$ cat src/bbc_pkg.sv
`default_nettype none
package bbc_pkg;

    // field widths
    localparam int POS_W  = 31;
    localparam int VEL_W  = 25;
    localparam int CNT_W  = 16;
    localparam int PIX_W  = 15;
    localparam int FRAC_W = 16;
    localparam int MODE_W = 2;
    localparam int CFG_IDX_W  = 3;
    localparam int CFG_DATA_W = 31;

    typedef logic [POS_W-1:0]         t_pos;
    typedef logic signed [VEL_W-1:0]  t_vel;
    typedef logic [CNT_W-1:0]         t_cnt;
    typedef logic [MODE_W-1:0]        t_mode;

    // mode codes
    localparam t_mode MODE_MOVING = 2'd0;
    localparam t_mode MODE_STILL  = 2'd1;
    localparam t_mode MODE_BLINK  = 2'd2;

    // register indexes
    localparam logic [CFG_IDX_W-1:0] REG_X_LIMIT        = 3'd0;
    localparam logic [CFG_IDX_W-1:0] REG_Y_LIMIT        = 3'd1;
    localparam logic [CFG_IDX_W-1:0] REG_START_STEP_X   = 3'd2;
    localparam logic [CFG_IDX_W-1:0] REG_START_STEP_Y   = 3'd3;
    localparam logic [CFG_IDX_W-1:0] REG_MOVING_TICKS   = 3'd4;
    localparam logic [CFG_IDX_W-1:0] REG_STILL_TICKS    = 3'd5;
    localparam logic [CFG_IDX_W-1:0] REG_BLINKING_TICKS = 3'd6;
    localparam logic [CFG_IDX_W-1:0] REG_BLINK_PERIOD   = 3'd7;

    // register reset values
    localparam t_pos RST_X_LIMIT        = 31'd20905984;
    localparam t_pos RST_Y_LIMIT        = 31'd15663104;
    localparam t_vel RST_START_STEP     = 25'sd65536;
    localparam t_cnt RST_MOVING_TICKS   = 16'd300;
    localparam t_cnt RST_STILL_TICKS    = 16'd100;
    localparam t_cnt RST_BLINKING_TICKS = 16'd200;
    localparam t_cnt RST_BLINK_PERIOD   = 16'd10;

    // saturation points of the velocity
    localparam t_vel VEL_MIN = {1'b1, {(VEL_W-1){1'b0}}};
    localparam t_vel VEL_MAX = {1'b0, {(VEL_W-1){1'b1}}};

endpackage
`default_nettype wire

$ cat src/bouncing_blinking_cursor.sv
`default_nettype none
// bouncing, blinking cursor animator
// each request on the input channel (i_in_valid, o_in_stall, i_restart) is one
// animation tick; each tick yields exactly one result request on the output
// channel (o_out_valid, i_out_stall, pixel position, mode and visibility).
// i_restart reloads position 0, the start velocity, moving mode and visibility.
// the result is registered and valid in the cycle after its tick is accepted.
// throughput: one tick per cycle while o_in_stall is low; the whole position,
// velocity and sequencer update is one adder and two compares per axis plus
// counter decrements feeding the state and output registers.
// when the receiver stalls the result register holds its value and a new tick
// is still taken in the same cycle the held result is taken, so o_in_stall is
// high only while a result waits and i_out_stall is high.
// configuration: i_cfg_we writes i_cfg_data into register i_cfg_idx at a clock
// edge; registers must be written only while idle, which the block never checks.
// synchronous active-low reset returns registers to their defaults, position
// and velocity to zero, moving mode with countdowns of one, cursor visible,
// and an empty output register.
module bouncing_blinking_cursor (
    input  wire                           i_clk,
    input  wire                           i_rst_n,
    // configuration write port
    input  wire                           i_cfg_we,
    input  wire [bbc_pkg::CFG_IDX_W-1:0]  i_cfg_idx,
    input  wire [bbc_pkg::CFG_DATA_W-1:0] i_cfg_data,
    // tick channel
    input  wire                           i_in_valid,
    output logic                          o_in_stall,
    input  wire                           i_restart,
    // result channel
    output logic                          o_out_valid,
    input  wire                           i_out_stall,
    output logic [bbc_pkg::PIX_W-1:0]     o_pixel_x,
    output logic [bbc_pkg::PIX_W-1:0]     o_pixel_y,
    output logic                          o_position_updated,
    output logic                          o_shown,
    output logic                          o_visibility_written,
    output logic [bbc_pkg::MODE_W-1:0]    o_mode_now
);
    import bbc_pkg::*;

    // configuration registers
    t_pos r_x_limit, r_y_limit;
    t_vel r_start_step_x, r_start_step_y;
    t_cnt r_moving_ticks, r_still_ticks, r_blinking_ticks, r_blink_period;

    // animation state
    t_pos  r_pos_x, r_pos_y, n_pos_x, n_pos_y;
    t_vel  r_vel_x, r_vel_y, n_vel_x, n_vel_y;
    t_mode r_mode, n_mode;
    t_cnt  r_mode_cnt, n_mode_cnt;
    t_cnt  r_blink_cnt, n_blink_cnt;
    logic  r_visible, n_visible;
    logic  n_moved, n_vis_wr;

    // output register
    logic               r_out_valid;
    logic [PIX_W-1:0]   r_pixel_x, r_pixel_y;
    logic               r_moved, r_shown, r_vis_wr;
    t_mode              r_mode_now;

    t_pos adv_pos_x, adv_pos_y;
    t_vel adv_vel_x, adv_vel_y;
    logic accept;
    logic mode_expired, blink_expired;

    // handshake
    assign o_in_stall = r_out_valid && i_out_stall;
    assign accept     = i_in_valid && !o_in_stall;

    // configuration writes
    always_ff @(posedge i_clk) begin
        if (!i_rst_n) begin
            r_x_limit        <= RST_X_LIMIT;
            r_y_limit        <= RST_Y_LIMIT;
            r_start_step_x   <= RST_START_STEP;
            r_start_step_y   <= RST_START_STEP;
            r_moving_ticks   <= RST_MOVING_TICKS;
            r_still_ticks    <= RST_STILL_TICKS;
            r_blinking_ticks <= RST_BLINKING_TICKS;
            r_blink_period   <= RST_BLINK_PERIOD;
        end else if (i_cfg_we) begin
            case (i_cfg_idx)
                REG_X_LIMIT:        r_x_limit        <= i_cfg_data[POS_W-1:0];
                REG_Y_LIMIT:        r_y_limit        <= i_cfg_data[POS_W-1:0];
                REG_START_STEP_X:   r_start_step_x   <= i_cfg_data[VEL_W-1:0];
                REG_START_STEP_Y:   r_start_step_y   <= i_cfg_data[VEL_W-1:0];
                REG_MOVING_TICKS:   r_moving_ticks   <= i_cfg_data[CNT_W-1:0];
                REG_STILL_TICKS:    r_still_ticks    <= i_cfg_data[CNT_W-1:0];
                REG_BLINKING_TICKS: r_blinking_ticks <= i_cfg_data[CNT_W-1:0];
                REG_BLINK_PERIOD:   r_blink_period   <= i_cfg_data[CNT_W-1:0];
                default: ;
            endcase
        end
    end

    // per-axis advance with bounce
    bbc_axis u_axis_x (
        .i_pos   (r_pos_x),
        .i_vel   (r_vel_x),
        .i_limit (r_x_limit),
        .o_pos   (adv_pos_x),
        .o_vel   (adv_vel_x)
    );

    bbc_axis u_axis_y (
        .i_pos   (r_pos_y),
        .i_vel   (r_vel_y),
        .i_limit (r_y_limit),
        .o_pos   (adv_pos_y),
        .o_vel   (adv_vel_y)
    );

    // a count of zero or one expires
    assign mode_expired  = (r_mode_cnt[CNT_W-1:1] == '0);
    assign blink_expired = (r_blink_cnt[CNT_W-1:1] == '0);

    // next state for one tick
    always_comb begin
        n_pos_x     = r_pos_x;
        n_pos_y     = r_pos_y;
        n_vel_x     = r_vel_x;
        n_vel_y     = r_vel_y;
        n_mode      = r_mode;
        n_mode_cnt  = r_mode_cnt;
        n_blink_cnt = r_blink_cnt;
        n_visible   = r_visible;
        n_moved     = 1'b0;
        n_vis_wr    = 1'b0;
        if (i_restart) begin
            n_pos_x     = '0;
            n_pos_y     = '0;
            n_vel_x     = r_start_step_x;
            n_vel_y     = r_start_step_y;
            n_mode      = MODE_MOVING;
            n_mode_cnt  = r_moving_ticks;
            n_blink_cnt = r_blink_period;
            n_visible   = 1'b1;
            n_vis_wr    = 1'b1;
        end else begin
            // position advances in every mode but stationary
            if (r_mode != MODE_STILL) begin
                n_pos_x = adv_pos_x;
                n_pos_y = adv_pos_y;
                n_vel_x = adv_vel_x;
                n_vel_y = adv_vel_y;
                n_moved = 1'b1;
            end
            case (r_mode)
                MODE_MOVING: begin
                    if (mode_expired) begin
                        n_mode     = MODE_STILL;
                        n_mode_cnt = r_still_ticks;
                    end else begin
                        n_mode_cnt = r_mode_cnt - 1'b1;
                    end
                end
                MODE_STILL: begin
                    if (mode_expired) begin
                        n_mode      = MODE_BLINK;
                        n_mode_cnt  = r_blinking_ticks;
                        n_blink_cnt = r_blink_period;
                    end else begin
                        n_mode_cnt = r_mode_cnt - 1'b1;
                    end
                end
                MODE_BLINK: begin
                    if (mode_expired) begin
                        n_mode     = MODE_MOVING;
                        n_mode_cnt = r_moving_ticks;
                        n_visible  = 1'b1;
                        n_vis_wr   = 1'b1;
                    end else begin
                        n_mode_cnt = r_mode_cnt - 1'b1;
                        if (blink_expired) begin
                            n_blink_cnt = r_blink_period;
                            n_visible   = !r_visible;
                            n_vis_wr    = 1'b1;
                        end else begin
                            n_blink_cnt = r_blink_cnt - 1'b1;
                        end
                    end
                end
                default: ;
            endcase
        end
    end

    // state registers
    always_ff @(posedge i_clk) begin
        if (!i_rst_n) begin
            r_pos_x     <= '0;
            r_pos_y     <= '0;
            r_vel_x     <= '0;
            r_vel_y     <= '0;
            r_mode      <= MODE_MOVING;
            r_mode_cnt  <= t_cnt'(1);
            r_blink_cnt <= t_cnt'(1);
            r_visible   <= 1'b1;
        end else if (accept) begin
            r_pos_x     <= n_pos_x;
            r_pos_y     <= n_pos_y;
            r_vel_x     <= n_vel_x;
            r_vel_y     <= n_vel_y;
            r_mode      <= n_mode;
            r_mode_cnt  <= n_mode_cnt;
            r_blink_cnt <= n_blink_cnt;
            r_visible   <= n_visible;
        end
    end

    // result valid
    always_ff @(posedge i_clk) begin
        if (!i_rst_n) begin
            r_out_valid <= 1'b0;
        end else if (accept) begin
            r_out_valid <= 1'b1;
        end else if (!i_out_stall) begin
            r_out_valid <= 1'b0;
        end
    end

    // result payload
    always_ff @(posedge i_clk) begin
        if (accept) begin
            r_pixel_x  <= n_pos_x[POS_W-1:FRAC_W];
            r_pixel_y  <= n_pos_y[POS_W-1:FRAC_W];
            r_moved    <= n_moved;
            r_shown    <= n_visible;
            r_vis_wr   <= n_vis_wr;
            r_mode_now <= n_mode;
        end
    end

    assign o_out_valid          = r_out_valid;
    assign o_pixel_x            = r_pixel_x;
    assign o_pixel_y            = r_pixel_y;
    assign o_position_updated   = r_moved;
    assign o_shown              = r_shown;
    assign o_visibility_written = r_vis_wr;
    assign o_mode_now           = r_mode_now;

endmodule
`default_nettype wire

$ cat src/bbc_axis.sv
`default_nettype none
module bbc_axis (
    input  wire bbc_pkg::t_pos i_pos,
    input  wire bbc_pkg::t_vel i_vel,
    input  wire bbc_pkg::t_pos i_limit,
    output bbc_pkg::t_pos      o_pos,
    output bbc_pkg::t_vel      o_vel
);
    import bbc_pkg::*;

    localparam int SUM_W = POS_W + 2;

    logic [SUM_W-1:0] sum;
    logic             hit_low;
    logic             hit_high;
    t_vel             vel_neg;

    // wide sum of position and sign-extended velocity, never wraps
    assign sum = {2'b00, i_pos} + {{(SUM_W-VEL_W){i_vel[VEL_W-1]}}, i_vel};

    // low side is tested first
    assign hit_low  = sum[SUM_W-1] || (sum == '0);
    assign hit_high = (sum[SUM_W-2:0] >= {1'b0, i_limit});

    // negate with saturation of the most negative value
    assign vel_neg = (i_vel == VEL_MIN) ? VEL_MAX : -i_vel;

    always_comb begin
        if (hit_low) begin
            o_pos = '0;
            o_vel = vel_neg;
        end else if (hit_high) begin
            o_pos = i_limit;
            o_vel = vel_neg;
        end else begin
            o_pos = sum[POS_W-1:0];
            o_vel = i_vel;
        end
    end

endmodule
`default_nettype wire
$ cat config.mk
export PLATFORM = sky130hd
export DESIGN_NAME = bouncing_blinking_cursor
export DESIGN_NICKNAME = d
export VERILOG_FILES = /design/src/bbc_pkg.sv /design/src/bouncing_blinking_cursor.sv /design/src/bbc_axis.sv
export SDC_FILE = /design/constraint.sdc
export NUM_CORES = 1
export LEC_CHECK = 0
export ABC_CLOCK_PERIOD_IN_PS = 5900
export BUFFER_PORTS_ARGS = -buffer_cell sky130_fd_sc_hd__buf_2
export CAP_MARGIN = 15
export CORE_AREA = 2 2 261 263
export CTS_CLUSTER_SIZE = 20
export DETAILED_ROUTE_END_ITERATION = 12
export DIE_AREA = 0 0 263 265
export GPL_ROUTABILITY_DRIVEN = 0
export MAX_ROUTING_LAYER = met4
export PLACE_DENSITY = 0.52
export SYNTH_ARGS = -nofsm -noshare
export SYNTH_HDL_FRONTEND = slang
export SYNTH_SLANG_ARGS = --single-unit
export TNS_END_PERCENT = 50
$ cat constraint.sdc
create_clock -name i_clk -period 5.9 [get_ports i_clk]
set_input_delay 0.295 -clock i_clk [delete_from_list [all_inputs] [get_ports i_clk]]
set_output_delay 0.295 -clock i_clk [all_outputs]
set_load 0.005 [all_outputs]
# Word-level counts from Yosys, hierarchy flattened
# Index checks and enable logic that the tools add are counted.
# totals
inputBits,40
ram_bits,0
n_memories,0
latch_bits,0
word_cells,121
output_inout_bits,37
ff_bits,359
rom_bits,0
# op_classes
bitwise,0
shifts,0
mul,0
n_mux,43
n_eq_ne,15
reduce_logical,30
n_div,0
magnitude_cmp,2
addsub,6
# ops
op,count
$mux W25,10
$mux W31,8
$mux W16,8
$add A32 B25 Y33,2
$logic_not A33 Y1,2
$ge A32 B31 Y1,2
$eq A25 B25 Y1 const B,2
$neg A25 Y25,2
$pmux W16 S3,1
$pmux W16 S2,1
$sub A16 B1 Y16 const B,2
$logic_not A15 Y1,2
$reduce_and A2 Y1,10
$eq A3 B3 Y1 const B,4
$mux W1,10
$reduce_bool A3 Y1,3
$mux W2,4
$eq A3 B2 Y1 const B,2
$ne A3 B3 Y1 const B,2
$pmux W2 S3,1
$reduce_and A3 Y1,2
$ne A2 B1 Y1 const B,2
$reduce_and A4 Y1,1
$reduce_bool A4 Y1,1
other kinds (9),12

# Longest topological paths before layout
# Gate-level depths: netlist of run 1.
# logic_depth
word_depth,6
depth_mapped,24
ltp_nobuf,22

# By module
# From an unflattened synthesis of run 1, not the netlist that was laid out.
# unflattened
cells_unflattened,3060
hier_area_um2,23214.8
# modules_own_cells
module,area_per_inst_um2,seq_area_each_um2,instances,cells_each
bouncing_blinking_cursor,14999.4,7537.2,1,1756
bbc_axis,4107.7,0.0,2,652

# Least setup slack after synthesis of run 1
# Ideal clock, no wire load.
# synth_timing
path_kind,register to register
startpoint,register r_vel_y[0]
endpoint,"register r_pixel_y[1] (netlist: o_pixel_y[1]), data pin"
t_required_ns,5.644
path_slack_ns,0.635
period_less_slack_ns,5.265
setup_time_ns,0.256
stages_incl_launch_ff,24
path_buffers,2
t_arrival_ns,5.009
cell_sequence,dfxtp_1 ha_1 inv_1 fa_1 nor2b_1 o211ai_1 a2111o_1 a311o_1 nand2_1 a31oi_1 xnor2_1 ha_1 nand3_1 nor2_1 nand3_1 or2_2 a211o_1 o2111ai_1 or2_2 clkbuf_1 clkbuf_1 mux2i_1 nor2_1 a22o_1
# synth_between
elab_chain_cells,6
elab_cells_between_ends,8
classes_between,add/sub: 1; order compare: 1; mux: 4; reduce/logical: 2
# synth_lines
element,line,rtl
from (decl),bouncing_blinking_cursor.sv:49,"t_vel r_vel_x, r_vel_y, n_vel_x, n_vel_y;"
from (signal assigned),bouncing_blinking_cursor.sv:204,r_vel_y <= n_vel_y;
$add A32 B25 Y33 *,bbc_axis.sv:19,"assign sum = {2'b00, i_pos} + {{(SUM_W-VEL_W){i_vel[VEL_W-1]}}, i_vel};"
$ge A32 B31 Y1 or $logic_not A33 Y1 (tied branches),"bbc_axis.sv:23, bbc_axis.sv:22",
$mux W31 or $logic_or A1 B1 Y1 (tied branches),"bbc_axis.sv:32, bbc_axis.sv:22",
$mux W31 *,bbc_axis.sv:29,if (hit_low) begin
$mux W31 *,bouncing_blinking_cursor.sv:142,if (r_mode != MODE_STILL) begin
$mux W31 *,bouncing_blinking_cursor.sv:130,if (i_restart) begin
via n_pos_y[17],bouncing_blinking_cursor.sv:48,"t_pos r_pos_x, r_pos_y, n_pos_x, n_pos_y;"
to (signal assigned),bouncing_blinking_cursor.sv:227,r_pixel_y <= n_pos_y[POS_W-1:FRAC_W];
to (decl),bouncing_blinking_cursor.sv:58,"logic [PIX_W-1:0] r_pixel_x, r_pixel_y;"
# The timed path passes the listed nets; every way through them passes the cells marked *. The select of a mux whose other input is x is not followed.
# A chain may end at the register's enable or synchronous reset.

# Final worst setup path of run 1
# layout_timing
startpoint,register r_vel_x[24]
endpoint,register r_vel_x[8]
# layout_between
elab_chain_cells,6
elab_cells_between_ends,12
classes_between,add/sub: 1; order compare: 1; eq/ne: 1; mux: 5; reduce/logical: 4
# layout_lines
element,line,rtl
from (decl),bouncing_blinking_cursor.sv:49,
from (signal assigned),bouncing_blinking_cursor.sv:203,r_vel_x <= n_vel_x;
branches (longest 6 deep; another with $add A32 B25 Y33),--,
# Several ways; the timed one is not identified. The select of a mux whose other input is x is not followed.

==> results, run 1 <==
- The run finished with clean final reports.
- Of all nets on the critical path, the largest fanout is slightly below 50.
- The TritonCTS clock tree is built.
- Data arrives at the worst endpoint at about 6000 ps.
- Compared with the post-synthesis result, the final layout area differs by 11.1%.
- The placed cell area is about 23000 um^2.
- Setup repair after global routing left no endpoint under its margin.
- The die covers around 70000 um^2.
- The count of nets left with antenna violations once routing finished came out at 0.
- The routed length per instance is 18.6 um.
- In the layout the commonest cells are sky130_fd_sc_hd__nand2_1 (540), sky130_fd_sc_hd__dfxtp_1 (324), sky130_fd_sc_hd__a21boi_0 (159).
- The clock reaches the later pin of the worst-skew pair after about 570 ps.
- The final wirelength is 67.8 mm.
- The register area is around 7500 um^2.
- Global routing finished with a remaining overflow of 0.
- The final number of hold-violating endpoints came to 0.
- The fmax is roughly 180 MHz.
- In this run the tightest slew margin relative to its limit is 0.240.
- After clock tree synthesis, the clock-pin slew on the worst setup and hold paths is about 70 ps.
- The commonest non-fill, non-tap cell in the layout is sky130_fd_sc_hd__nand2_1.
- The class of the most critical setup path is reg2reg.
- In the post-synthesis netlist, the biggest area contributors are sky130_fd_sc_hd__dfxtp_1 (30%), sky130_fd_sc_hd__nand2_1 (9.3%), sky130_fd_sc_hd__ha_1 (7.7%).
- For this design the static power due to leakage is between 9 and 10 nW.
- From left edge to right edge, the die measures 263 um.
- The number of synthesized flops with an enable pin is 35.
- The clock skew is 17.4 ps.
- The core region is approximately 67000 um^2.
- The via count of the first global-routing pass is 19000.
- STA classifies the critical path startpoint as a flop.
- The initial antenna violation count is 2.
- The level count of the clock H-tree is 2.
- The total count of max-transition violations in the final report is 0.
- The top cell type by total area after synthesis is sky130_fd_sc_hd__dfxtp_1.
- Dividing total power by cell area gives a power density of 308 nW/um^2.
- The number of clock buffers inserted by TritonCTS is 41.
- The area of combinational cells with multiple inputs is ~13000 um^2.
- The total global routing track utilization is 0.195.
- Of the synthesized area, sequential elements account for 0.344.
- The die is approximately 270 um tall.
- The final setup violation count is 0.
- The maximum buffer depth of the clock tree is 3.
- On the critical path the largest part of the delay comes from compound AO/OA/AOI/OAI gates.
- The share of the clock period used by the worst path is 0.935.
- Entering global routing, the biggest net connects ~110 pins.
- The signal on the critical path passes through ha_1, a21oi_1, a21oi_1, a311oi_1, nor2_1, a311oi_1, nand2b_1, a21o_1, xor2_1, inv_1, ha_1, nand3_1, nor2_1, nand3_1, o21ai_0, or4_1, o21a_1, a41oi_4, buf_12, a41oi_1, o221a_2.
- For this run, design rule violations remaining after detail routing come to 0.
- In the routed layout, each cell is associated on average with a via count of 5.50.
- Among all stages on the critical path, the largest delay is contributed by sky130_fd_sc_hd__dfxtp_1.
- The count of nets after finishing is between 2000 and 3000.
- The clock tree root buffer cell is sky130_fd_sc_hd__clkbuf_16.
- Among all flip-flop cells after synthesis, the most frequent one is sky130_fd_sc_hd__dfxtp_1.
- The critical path contains buffers and inverters numbering 2 combined.
- The worst hold-check path type is in2reg.
- The post-synth design cell area is around 22000 um^2.
- On the worst path, the slowest cell contributes a delay of 590 ps.
- The measured slew at the worst slew-check pin is approximately 1100 ps.
- The critical path required time is approximately 6400 ps.
- The half-perimeter wire length of the detailed placement result is a little under 50 mm.
- The count of port buffers added during placement is 76.
- The total nets after synthesis is 2935.
- The number of sinks handled by clock tree synthesis is 359.
- The final-layout fill cell count is 6953.
- The largest voltage drop on the vdd net is approximately 190 uV.
- The first detailed-routing pass ran for 6 iterations.
- The initial DRC count is about 1500.
- The sum of negative setup slack is 0 ps.
- Synthesis inferred approximately 360 register bits.
- In this run, distinct cell masters in the synthesized netlist total 90.
- The nature of the critical path endpoint is a flop.
- The I/O pin total is slightly below 80.
- The synthesis warning total is 0.
- Hold is met by 33.9 ps.
- The final route contains ~20000 vias.
- The final instance area is around 24000 um^2.
- For this configuration, the core starts out at a cell density of 0.328.
- The wire length of the first global-routing pass is between 100 and 150 mm.
- The max-cap violation count is 0.
- The cell count after synthesis came out at about 2800.
- Dividing the synthesized area by the synthesized cell count gives about 8 um^2.
- After layout, the minimum clock period comes to between 5000 and 6000 ps.
- The async set-reset flop share out of synthesis is 0.
- The initialized floorplan defines 95 standard-cell rows.
- In the final layout, the share of cells above drive strength 1 is 0.0895.
- The share of synthesized area in the top cell type comes to 0.296.
## report_power, final
part	switching [W]	internal (W)
registers	0.000165	0.00263
logic	0.00140	0.000852
clock network	0.00106	0.00140
total	0.00262	0.00489
## path summary, 6_finish.rpt
path                                      from            end  slack, ps  cells after the start
worst max-delay path               r_vel_x[24]     r_vel_x[8]        380                     21
worst min-delay path            i_cfg_data[26]  r_y_limit[26]         30                      3
worst max register to register     r_vel_x[24]     r_vel_x[8]        380                     21
worst min register to register   r_mode_cnt[9]  r_mode_cnt[9]        460                      2
## cells by family (layout without fill, tap and decap cells)
logic type	after synthesis	in the layout	share of synthesized area
AO/OA/AOI/OAI	839	839	0.273
buffers and inverters	337	348	0.0610
AND/OR/NAND/NOR	995	995	0.205
multiplexers	30	30	0.0139
XOR/XNOR	63	63	0.0252
flip-flops	359	359	0.344
adder cells (fa/ha/maj)	136	136	0.0783
other	0	2	0
## flip-flops by register name, indices dropped and copies added (netlist names), 2 cells and up
name              cells
r_pos_x              31
r_pos_y              31
r_x_limit            31
r_y_limit            31
r_start_step_x       25
r_start_step_y       25
r_vel_x              25
r_vel_y              25
r_blink_cnt          16
r_blink_period       16
r_blinking_ticks     16
r_mode_cnt           16
r_moving_ticks       16
r_still_ticks        16
o_pixel_x            15
o_pixel_y            15
o_mode_now            2
r_mode                2
## final cells by class
type | instances | area share
Antenna cell | 2 | 0.000206
Clock buffer | 60 | 0.0488
Clock inverter | 15 | 0.00329
Inverter | 156 | 0.0241
Multi-Input combinational cell | 2063 | 0.539
Sequential cell | 359 | 0.310
Tap cell | 873 | 0.0449
Timing Repair Buffer | 117 | 0.0305
## tightest hold or removal path: stages
cell	delay [ps]
sky130_fd_sc_hd__buf_2	120
sky130_fd_sc_hd__nand2_1	50
sky130_fd_sc_hd__a21boi_0	70
## synth_stat cells (all sizes together) (7+ instances only)
| cell type | count |
|---|---|
| nand2 | 540 |
| dfxtp | 324 |
| a21boi | 177 |
| a21oi | 160 |
| inv | 155 |
| o21ai | 155 |
| clkbuf | 153 |
| ha | 134 |
| nor2 | 127 |
| nor3 | 75 |
| nand3 | 56 |
| a32o | 46 |
| edfxtp | 35 |
| o221a | 34 |
| xor2 | 33 |
| nor2b | 31 |
| nand4 | 30 |
| xnor2 | 30 |
| a31oi | 29 |
| o211ai | 29 |
| buf | 28 |
| a21o | 27 |
| or3 | 27 |
| a22o | 26 |
| mux2i | 26 |
| nor4 | 23 |
| a32oi | 19 |
| nand2b | 19 |
| a221o | 16 |
| and2 | 15 |
| a211oi | 14 |
| o21a | 14 |
| and3 | 10 |
| or2 | 10 |
| or4 | 9 |
| a211o | 7 |
| a221oi | 7 |
| a22oi | 7 |
| o21bai | 7 |
## per-layer routing
layer	up-vias	wire length, um	track usage
li1	9848	-	-
met1	9623	31700	0.257
met2	458	30800	0.307
met3	109	2940	0.0245
met4	0	2310	0.0697
met5	-	0	-
## through the flow
| step | util | total power [W] | setup WS [ps] | instances |
|---|---|---|---|---|
| after floorplan | - | 0.00441 | 635 | 2759 |
| after global placement | 0.345 | 0.00503 | 495 | 3564 |
| after detailed placement | 0.345 | 0.00507 | 395 | 3564 |
| after CTS | 0.364 | 0.00757 | 376 | 3642 |
| after global routing | 0.364 | 0.00792 | 35.1 | 3645 |
| final | 0.364 | 0.00751 | 385 | 3645 |
## repair_timing
item	CTS	global route
gates resized for setup	0	1
setup endpoints to repair	0	16
hold buffers	3	0
setup buffers	0	0
hold endpoints to repair	3	0
(Power assumes the default switching activity.)
==> inputs of run 2 (changes only) <==
CORE_AREA = 2 2 224 226   (was 2 2 261 263)
DIE_AREA = 0 0 226 228   (was 0 0 263 265)
PLACE_DENSITY = 0.65   (was 0.52)
==> run 2 against run 1 <==
Total power is 4.3% higher. Core utilization is 13 points higher. Combinational power about the same. Cell count shrank 5.3%. Register-to-register slack better by 20 ps. First-iteration DRC count is 15% higher. Cell area hardly changed. Via count is 2.2% higher. Flip-flop and latch count unchanged. Clock-buffer cell count fell by 13. Clock power grew 14%. Critical path type unchanged. Critical endpoint unchanged. Highest routed layer unchanged.
==> results, run 2 (synthesis gave the netlist of run 1 again) <==
- The count of nets left with antenna violations once routing finished came out at 0.
- The final non-filler cell total is 3451.
- The clock latency on the worst-skew pair is around 570 ps.
- The die is between 200 and 250 um wide.
- The worst hold-check path type is in2reg.
- The via count of the first global-routing pass is between 15000 and 20000.
- The TritonCTS clock tree is built.
- Setup repair after global routing left no endpoint under its margin.
- The run finished with clean final reports.
- After global routing the overflow that remains totals 0.
- The number of clock buffers added by TritonCTS is 40.
- The fmax is 182 MHz.
- The routed length per instance is between 15 and 20 um.
- The number of standard-cell rows in the floorplan is slightly above 80.
- met2 is the most crowded layer.
- The measured slew at the worst slew-check pin is 1120 ps.
- The level count of the clock H-tree is 2.
- The sum of negative setup slack is 0 ps.
- Of the available clock period, the critical path in the final layout requires 0.931.
- The die is about 230 um tall.
- For this run, design rule violations remaining after detail routing come to 0.
- In the layout the commonest cells are sky130_fd_sc_hd__nand2_1 (540), sky130_fd_sc_hd__dfxtp_1 (324), sky130_fd_sc_hd__a21boi_0 (159).
- The largest voltage drop on the vdd net is 258 uV.
- In this run the power density over the cells is 322 nW/um^2.
- Across the run, the number of max-cap violations was 0.
- The half-perimeter wire length of the detailed placement result is ~46 mm.
- Total power for the finished layout comes to ~0.0078 W.
- The final setup violation count is 0.
- For the worst setup path, the data required time is roughly 6400 ps.
- For this run, global-route usage on met3 was measured as 0.0384.
- From synthesis to final layout, the design area changed by 11.0%.
- The count of nets after finishing is ~3000.
- For met2 alone, demand over resource in global routing was 0.411.
- The I/O pin total is 77.
- The number of vias per cell after detailed routing is a little under 6.
- Summing over every cut layer, the via total after detailed routing is about 20000.
- The wire length of the first global-routing pass is ~100 mm.
- The first detailed-routing pass took 5 iterations.
- The maximum buffer depth of the clock tree is 3.
- Measured against its own limit, the worst slew margin works out to 0.250.
- The final instance area is 24300 um^2.
- The nature of the critical path endpoint is a flop.
- The commonest non-fill, non-tap cell in the layout is sky130_fd_sc_hd__nand2_1.
- Counting I/O delays and the setup requirement, the final critical path takes 5500 ps.
- In the final layout, the share of cells above drive strength 1 is 0.0916.
- After the first detailed-routing iteration, the DRC count stood at approximately 1700.
- In the global route stage, overall resource usage came out at 0.257.
- In this run, placement finished with an instance count of between 3000 and 4000.
- The startpoint type of the worst setup path is a flop.
- For this configuration, the core starts out at a cell density of 0.444.
- The total count of max-transition violations in the final report is 0.
- In this run the static leakage power is roughly 9.5 nW.
- The met1 usage in global routing is 0.326.
- Port buffering added 76 buffers.
- Entering global routing, the biggest net connects between 100 and 150 pins.
- In this run the worst path has a maximum fanout of 49.
- On the final layout, the worst clock skew is 14.7 ps.
- The worst setup path is of the reg2reg kind.
- The area of the core is roughly 49000 um^2.
- The final wirelength is between 60 and 70 mm.
- The placed instances occupy a cell area of between 20000 and 25000 um^2.
- At the worst endpoint, the arrival time is ~6000 ps.
- The floorplan step defined a die boundary enclosing around 52000 um^2.
- The initial antenna violation count is 6.
- The number of sinks handled by clock tree synthesis is around 360.
- Counting the fill cells in the layout gives 4725.
- The cell sitting at the root of the clock tree is a sky130_fd_sc_hd__clkbuf_16.
- The final number of hold-violating endpoints is 0.
- The clock edge transition at the registers on the reported setup and hold paths is ~60 ps.
[run 2: cell types whose count changed in the layout (fill, tap and decap cells not counted), sizes merged]
cell | previous run | this run
bufinv | 0 | 9
clkbuf | 60 | 47
dlygate4sd3 | 3 | 7
diode | 2 | 6
clkinv | 12 | 15
[run 2: layout make-up]
cell class              count  area (um^2)  area share
clock inverters            27          392      0.0161
multi-input cells        2063        13100       0.539
well taps                 672          841      0.0346
repair buffers            121          774      0.0318
inverters                 156          586      0.0241
flip-flops and latches    359         7540       0.310
clock buffers              47         1080      0.0443
diodes                      6         15.0    0.000617
[run 2: timing repair]
action | CTS | global route
gates resized for setup | 0 | 2
hold buffers | 7 | 0
setup endpoints to repair | 0 | 22
setup buffers | 0 | 0
endpoints found under the hold margin | 12 | 0
[run 2: final timing paths]
kind | endpoint | slack (ps) | startpoint | cells after the start
max | r_vel_x[8] | 400 | r_vel_x[24] | 21
min | r_start_step_y[21] | 40 | i_cfg_data[21] | 3
max reg2reg | r_vel_x[8] | 400 | r_vel_x[24] | 21
min reg2reg | r_pos_y[11] | 460 | r_pos_y[11] | 2
[run 2: power breakdown]
| group | switching (W) | internal [W] | leakage [nW] | total, W |
|---|---|---|---|---|
| Sequential | 0.000167 | 0.00263 | 2.98 | 0.00280 |
| Clock | 0.00109 | 0.00171 | 0.726 | 0.00281 |
| Combinational | 0.00138 | 0.000852 | 5.79 | 0.00223 |
| Total | 0.00264 | 0.00520 | 9.50 | 0.00784 |
[run 2: layer usage]
layer	routed length [um]	part of all wire
met1	28900	0.44
met2	30200	0.46
met3	3730	0.057
met4	2250	0.034
met5	0	0
[run 2: worst max-delay path: stages, from the launching register on]
cell	delay, ps
sky130_fd_sc_hd__dfxtp_1	690
sky130_fd_sc_hd__ha_1	400
sky130_fd_sc_hd__a21oi_1	270
sky130_fd_sc_hd__a21oi_1	100
sky130_fd_sc_hd__a311oi_1	330
sky130_fd_sc_hd__nor2_1	70
sky130_fd_sc_hd__a311oi_1	410
sky130_fd_sc_hd__nand2b_1	110
sky130_fd_sc_hd__a21o_1	200
sky130_fd_sc_hd__xor2_1	470
sky130_fd_sc_hd__inv_1	100
sky130_fd_sc_hd__ha_1	310
sky130_fd_sc_hd__nand3_1	90
sky130_fd_sc_hd__nor2_1	80
sky130_fd_sc_hd__nand3_1	70
sky130_fd_sc_hd__o21ai_0	110
sky130_fd_sc_hd__or4_1	530
sky130_fd_sc_hd__o21a_1	210
sky130_fd_sc_hd__a41oi_4	200
sky130_fd_sc_hd__buf_12	240
sky130_fd_sc_hd__a41oi_1	80
sky130_fd_sc_hd__o221a_2	290
[run 2: through the flow]
step	setup slack (ps)	hold slack, ps	util
floorplan	635	419	-
global placement	551	443	0.461
detailed placement	385	450	0.461
CTS	359	13.9	0.493
global route	41.2	30.3	0.493
finish	405	37.6	0.493
